### src/design/lph_pkg.sv
// lph_pkg: shared widths, codes and the slot entry type of the hash table
// no dependencies; used by every module of the design
package lph_pkg;

    localparam int KEY_W    = 32;
    localparam int VAL_W    = 32;
    localparam int STATUS_W = 2;

    localparam logic ACT_INSERT = 1'b0;
    localparam logic ACT_FIND   = 1'b1;

    localparam logic [STATUS_W-1:0] ST_OK        = 2'd0;
    localparam logic [STATUS_W-1:0] ST_NOT_FOUND = 2'd1;
    localparam logic [STATUS_W-1:0] ST_FULL      = 2'd2;

    typedef struct packed {
        logic             occ;
        logic [KEY_W-1:0] key;
        logic [VAL_W-1:0] value;
    } t_entry;

endpackage

### src/design/lph_hash.sv
// lph_hash: home slot unit, (2*key - 1) reduced modulo the slot count
// power-of-two counts need only an adder and a register, others a shared reciprocal multiply
// followed by repeated compare-subtract steps; uses lph_pkg
module lph_hash #(
    parameter int TABLE_SLOTS = 1024,
    parameter int SLOT_W      = 10
) (
    input  logic                      i_clk,
    input  logic                      i_rst_n,
    input  logic                      i_start,
    input  logic [lph_pkg::KEY_W-1:0] i_key,
    output logic                      o_done,
    output logic [SLOT_W-1:0]         o_home
);

    localparam bit IS_POW2 = (TABLE_SLOTS & (TABLE_SLOTS - 1)) == 0;

    generate
        if (IS_POW2) begin : g_pow2
            logic [SLOT_W:0]   p2_sum;
            logic              r_done;
            logic [SLOT_W-1:0] r_home;

            assign p2_sum = {i_key[SLOT_W-1:0], 1'b0} + (SLOT_W+1)'(TABLE_SLOTS - 1);

            always_ff @(posedge i_clk) begin
                if (!i_rst_n) begin
                    r_done <= 1'b0;
                end else begin
                    r_done <= i_start;
                end
            end

            always_ff @(posedge i_clk) begin
                if (i_start) begin
                    r_home <= p2_sum[SLOT_W-1:0];
                end
            end

            assign o_done = r_done;
            assign o_home = r_home;
        end else begin : g_recip
            localparam int ACC_W = SLOT_W + 3;
            localparam logic [31:0]      SLOTS_32 = 32'(TABLE_SLOTS);
            localparam logic [31:0]      RECIP    = 32'((64'd1 << 32) / 64'(TABLE_SLOTS));
            localparam logic [ACC_W-1:0] SLOTS_A  = ACC_W'(TABLE_SLOTS);
            localparam logic [ACC_W-1:0] SLOTS_M1 = ACC_W'(TABLE_SLOTS - 1);

            typedef enum logic [4:0] {
                H_IDLE = 5'b00001,
                H_QUOT = 5'b00010,
                H_PROD = 5'b00100,
                H_REM  = 5'b01000,
                H_FIX  = 5'b10000
            } t_hphase;

            t_hphase                   r_phase, n_phase;
            logic [lph_pkg::KEY_W-1:0] r_key, n_key;
            logic [63:0]               r_prod, n_prod;
            logic [ACC_W-1:0]          r_acc, n_acc;
            logic [31:0]               mul_a;
            logic [31:0]               mul_b;
            logic [63:0]               mul_p;
            logic [31:0]               rem_est;
            logic [ACC_W-1:0]          acc_sub;
            logic                      acc_ge;
            logic                      done;

            // shared multiplier, key by reciprocal then quotient by slot count
            assign mul_a   = (r_phase == H_QUOT) ? r_key : r_prod[63:32];
            assign mul_b   = (r_phase == H_QUOT) ? RECIP : SLOTS_32;
            assign mul_p   = 64'(mul_a) * 64'(mul_b);
            // quotient estimate at most one low, remainder below twice the slot count
            assign rem_est = r_key - r_prod[31:0];
            assign acc_ge  = r_acc >= SLOTS_A;
            assign acc_sub = r_acc - SLOTS_A;

            always_comb begin
                n_phase = r_phase;
                n_key   = r_key;
                n_prod  = r_prod;
                n_acc   = r_acc;
                done    = 1'b0;
                case (r_phase)
                    H_IDLE: begin
                        if (i_start) begin
                            n_key   = i_key;
                            n_phase = H_QUOT;
                        end
                    end
                    H_QUOT: begin
                        n_prod  = mul_p;
                        n_phase = H_PROD;
                    end
                    H_PROD: begin
                        n_prod  = mul_p;
                        n_phase = H_REM;
                    end
                    H_REM: begin
                        n_acc   = {1'b0, rem_est[SLOT_W:0], 1'b0} + SLOTS_M1;
                        n_phase = H_FIX;
                    end
                    H_FIX: begin
                        if (acc_ge) begin
                            n_acc = acc_sub;
                        end else begin
                            done    = 1'b1;
                            n_phase = H_IDLE;
                        end
                    end
                    default: begin
                        n_phase = H_IDLE;
                    end
                endcase
            end

            always_ff @(posedge i_clk) begin
                if (!i_rst_n) begin
                    r_phase <= H_IDLE;
                end else begin
                    r_phase <= n_phase;
                end
            end

            always_ff @(posedge i_clk) begin
                r_key  <= n_key;
                r_prod <= n_prod;
                r_acc  <= n_acc;
            end

            assign o_done = done;
            assign o_home = r_acc[SLOT_W-1:0];
        end
    endgenerate

endmodule

### config.mk
export PLATFORM = sky130hd
export DESIGN_NAME = lph_hash
export DESIGN_NICKNAME = d
export VERILOG_FILES = /design/src/design/lph_pkg.sv /design/src/design/lph_hash.sv
export SDC_FILE = /design/constraint.sdc
export NUM_CORES = 1
export LEC_CHECK = 0
export ABC_AREA = 1
export BUFFER_PORTS_ARGS = -buffer_cell sky130_fd_sc_hd__buf_2
export CAP_MARGIN = 20
export CORE_AREA = 4 4 44 46
export DETAILED_ROUTE_END_ITERATION = 8
export DIE_AREA = 0 0 48 50
export MAX_ROUTING_LAYER = met4
export PLACE_DENSITY = 0.71
export SLEW_MARGIN = 0
export SYNTH_ARGS = -nofsm -noshare
export SYNTH_HDL_FRONTEND = slang
export SYNTH_SLANG_ARGS = --single-unit
### constraint.sdc
create_clock -name i_clk -period 1.1 [get_ports i_clk]
set_input_delay 0 -clock i_clk [delete_from_list [all_inputs] [get_ports i_clk]]
set_output_delay 0 -clock i_clk [all_outputs]
set_load 0.05 [all_outputs]
==> After elaboration in Yosys (flattened, before gate mapping) <==
Cells that the tools add are included.
Widths: inputs -> output; s select.
{ "classes": {"n_addsub": 1} }
{ "op_table": {"columns": ["cell", "n"], "rows": [
  ["$add 10x10->10 const B", 1]
]} }
{ "word_totals": {"regBits": 11} }

==> Depth between registers and ports, before layout <==
{ "depth": {"depth_word": 1, "ltp_mapped": 6} }

==> Least setup slack after synthesis <==
OpenSTA, ideal clock, no wires.
{ "synth_path": {"path_kind": "input -> register", "from": "in i_key[0] in the netlist's numbering", "to": "reg g_pow2.r_home[9], in the netlist o_home[9], data pin", "setup_ps": 256, "arrival_time_ps": 589, "slack_ps": 255, "cell_stages": 5, "path_cell_list": "inv_1 ha_1 nand2_1 o21ai_1 nand2_1"} }
{ "synth_via": {"elab_chain_cells": 1} }
{ "synth_rtl": {"columns": ["item", "line", "rtl"], "rows": [
  ["from (decl)", "lph_hash.sv:11", "input logic [lph_pkg::KEY_W-1:0] i_key,"],
  ["$add 10x10->10", "lph_hash.sv:24", "assign p2_sum = {i_key[SLOT_W-1:0], 1'b0} + (SLOT_W+1)'(TABLE_SLOTS - 1);"],
  ["net g_pow2.p2_sum[9]", "lph_hash.sv:20", "logic [SLOT_W:0] p2_sum;"],
  ["to (signal assigned)", "lph_hash.sv:36", "r_home <= p2_sum[SLOT_W-1:0];"],
  ["to (decl)", "lph_hash.sv:22", "logic [SLOT_W-1:0] r_home;"]
]} }
The timed path passes the listed nets, and every way through them passes these cells.
A chain may end at the register's enable or synchronous reset.

==> Final worst setup path <==
{ "layout_path": {"from": "reg g_pow2.r_home[4], in the netlist o_home[4]", "to": "out o_home[4]"} }
{ "layout_rtl": {"columns": ["item", "line", "rtl"], "rows": [
  ["to (decl)", "lph_hash.sv:13", "output logic [SLOT_W-1:0] o_home"]
]} }
No word-level cell between the ends.

==> metrics.txt <==
Syn Std Cell Area=493 um^2; Core Util, Final=43.4%; crit share post-route=77.1%; power after layout=947 uW; gpl congestion=0.762; Buf+Inv Stages, Crit Path=1; clock root buffer master=clkbuf_4; cell leakage power=0.000322 uW; global-route wire length before repair=1.55 mm; Global Route Usage Sum=9.62%; Synth area leaders=edfxtp_1, nand2_1, inv_1; post-synthesis cell count=53; P&R area growth vs syn=32.7%; Mapped Nets=89; Peak VDD IR=0.000442 V; routed vias/inst=4.45; Synth Register Bits=10; status=finished clean; initial DRC count=1; Post-route DRC=0; pin count of the biggest net entering global routing=11; crit path time final=0.848 ns; TritonCTS clock tree=yes; DRT antenna net count=0; average wire per standard cell=10.2 um; CP Capture Type=primary output; critical path type=register to primary output; Reg clk slew, reported paths=0.06 ns; initial antenna violation count=0; Worst path slowest cell=edfxtp_1; hold_buf cts=1; max-slew violations=0; initial core utilization=32.7%; Seq/Total Area, Yosys=58.9%; critical path, cell by cell=buf_2; Post-CTS Setup Inserts=0; Horiz. Die Dim=48 um; drt total wl=972 um; RSZ-0062 raised after global routing=no; Overflow after GRT=0; area of the multi-input gates=161 um^2; CP peak stage delay=0.36 ns; ANT cells=0; Worst setup SP type=register; Die ar.=0.00240 mm^2; CTS Sinks=10; Post-DP HPWL=818 um; Yosys top cell by area=edfxtp_1; hold path start=i_key[8]; register area=290 um^2; share of layout cells above drive strength 1=35.4%; row cnt=14; nets=116; setup violators final=0; Detailed Routing Iterations Pass 1=2; CP top delay family=flip-flops; Mapped Avg Cell Area=9.30 um^2; Synth warnings=0; I/O pins=46; maximum clock path buffer count=2; CP max FO=1; WP data required=1.10 ns; Vias=423; IO Port Bufs=21; WP depth=1; Power Density=1450 mW/mm^2; Fmax achieved=1.18 GHz; post_cts resized=0; Critical Path AT=0.85 ns; Synth top area share=54.8%; Num CTS Buffers=3; fill count=161; number of global-route vias before repair=407; HP Class=input pin to register; Hold Crit Depth=3; Final Hold Viols=0; Core Region=0.00151 mm^2; setup_tns=0 ns; max_cap viols=0; H-tree level count=1; die height=50 um; post-synth cell types=16; CP startpoint=o_home[4]
[cell usage in the layout, fill, tap and decap left out, types with 2 or more instances in the layout]
cell	netlist	routed
nand3_1	2	2
o21ai_1	2	2
edfxtp_1	9	9
clkbuf_4	0	3
nand2_1	13	13
nand4_1	2	2
inv_1	9	9
nor2_1	6	6
nor2_2	2	2
buf_2	0	21
[final timing paths]
kind                   endpoint
worst max-delay path  o_home[4]
worst min-delay path  o_home[9]
[per-layer routing]
layer / wire length, um / share of wire [%] / GRT usage (%)
met1: 325 / 33 / 8.43
met2: 511 / 53 / 16.1
met3: 98 / 10 / 1.09
met4: 36 / 3.7 / 9.42
met5: 0 / 0 / -
[sequential cells by signal, summed over array words and instances (netlist names)]
name / flops
o_home: 9
o_done: 1
[worst min-delay path: cells and delay by family]
| family | cells | cell delay [ns] |
|---|---|---|
| buffers and inverters | 1 | 0.08 |
| AO/OA/AOI/OAI | 1 | 0.05 |
| AND/OR/NAND/NOR | 1 | 0.05 |
[synthesized netlist by cell type]
library cell	instances
nand2_1	13
edfxtp_1	9
inv_1	9
nor2_1	6
nand3_1	2
nand4_1	2
nor2_2	2
o21ai_1	2
buf_4	1
conb_1	1
dfxtp_1	1
ha_1	1
nand2_2	1
o21ai_0	1
xnor2_1	1
xor2_1	1
[per-stage QoR]
step,hold slack [ns],instances,worst slack (ns),instance area (um^2)
finish,0.0440,95,0.252,654
floorplan,0.0935,53,0.255,493
global placement,0.189,90,0.137,618
detailed placement,0.192,90,0.103,618
CTS,0.0391,95,0.231,654
global route,0.0404,95,0.199,654
[where the power goes]
part	leakage (uW)	internal (uW)	total, uW	switching [uW]
clock network	0.0000150	140	252	112
logic	0.000211	56.8	237	180
registers	0.0000964	451	457	6.26
total	0.000322	647	947	299
[logic make-up (layout without fill, tap and decap cells)]
kind of cell	Yosys count	in the layout	synth area share, %
AOI/OAI and AO/OA	3	3	3.04
buffers and inverters	10	36	8.38
other	1	1	0.761
adders and majority gates	1	1	2.54
xor gates and xnor gates	2	2	3.55
and+or+nand+nor	26	26	22.8
DFF	10	10	58.9
[layout make-up]
| class | instances | area share (%) |
|---|---|---|
| Clock buffer | 4 | 4.02 |
| Inverter | 9 | 5.16 |
| Multi-Input combinational cell | 33 | 24.7 |
| Sequential cell | 10 | 44.4 |
| Tap cell | 16 | 3.06 |
| Timing Repair Buffer | 23 | 18.7 |
Power figures use the tool's default switching activity.
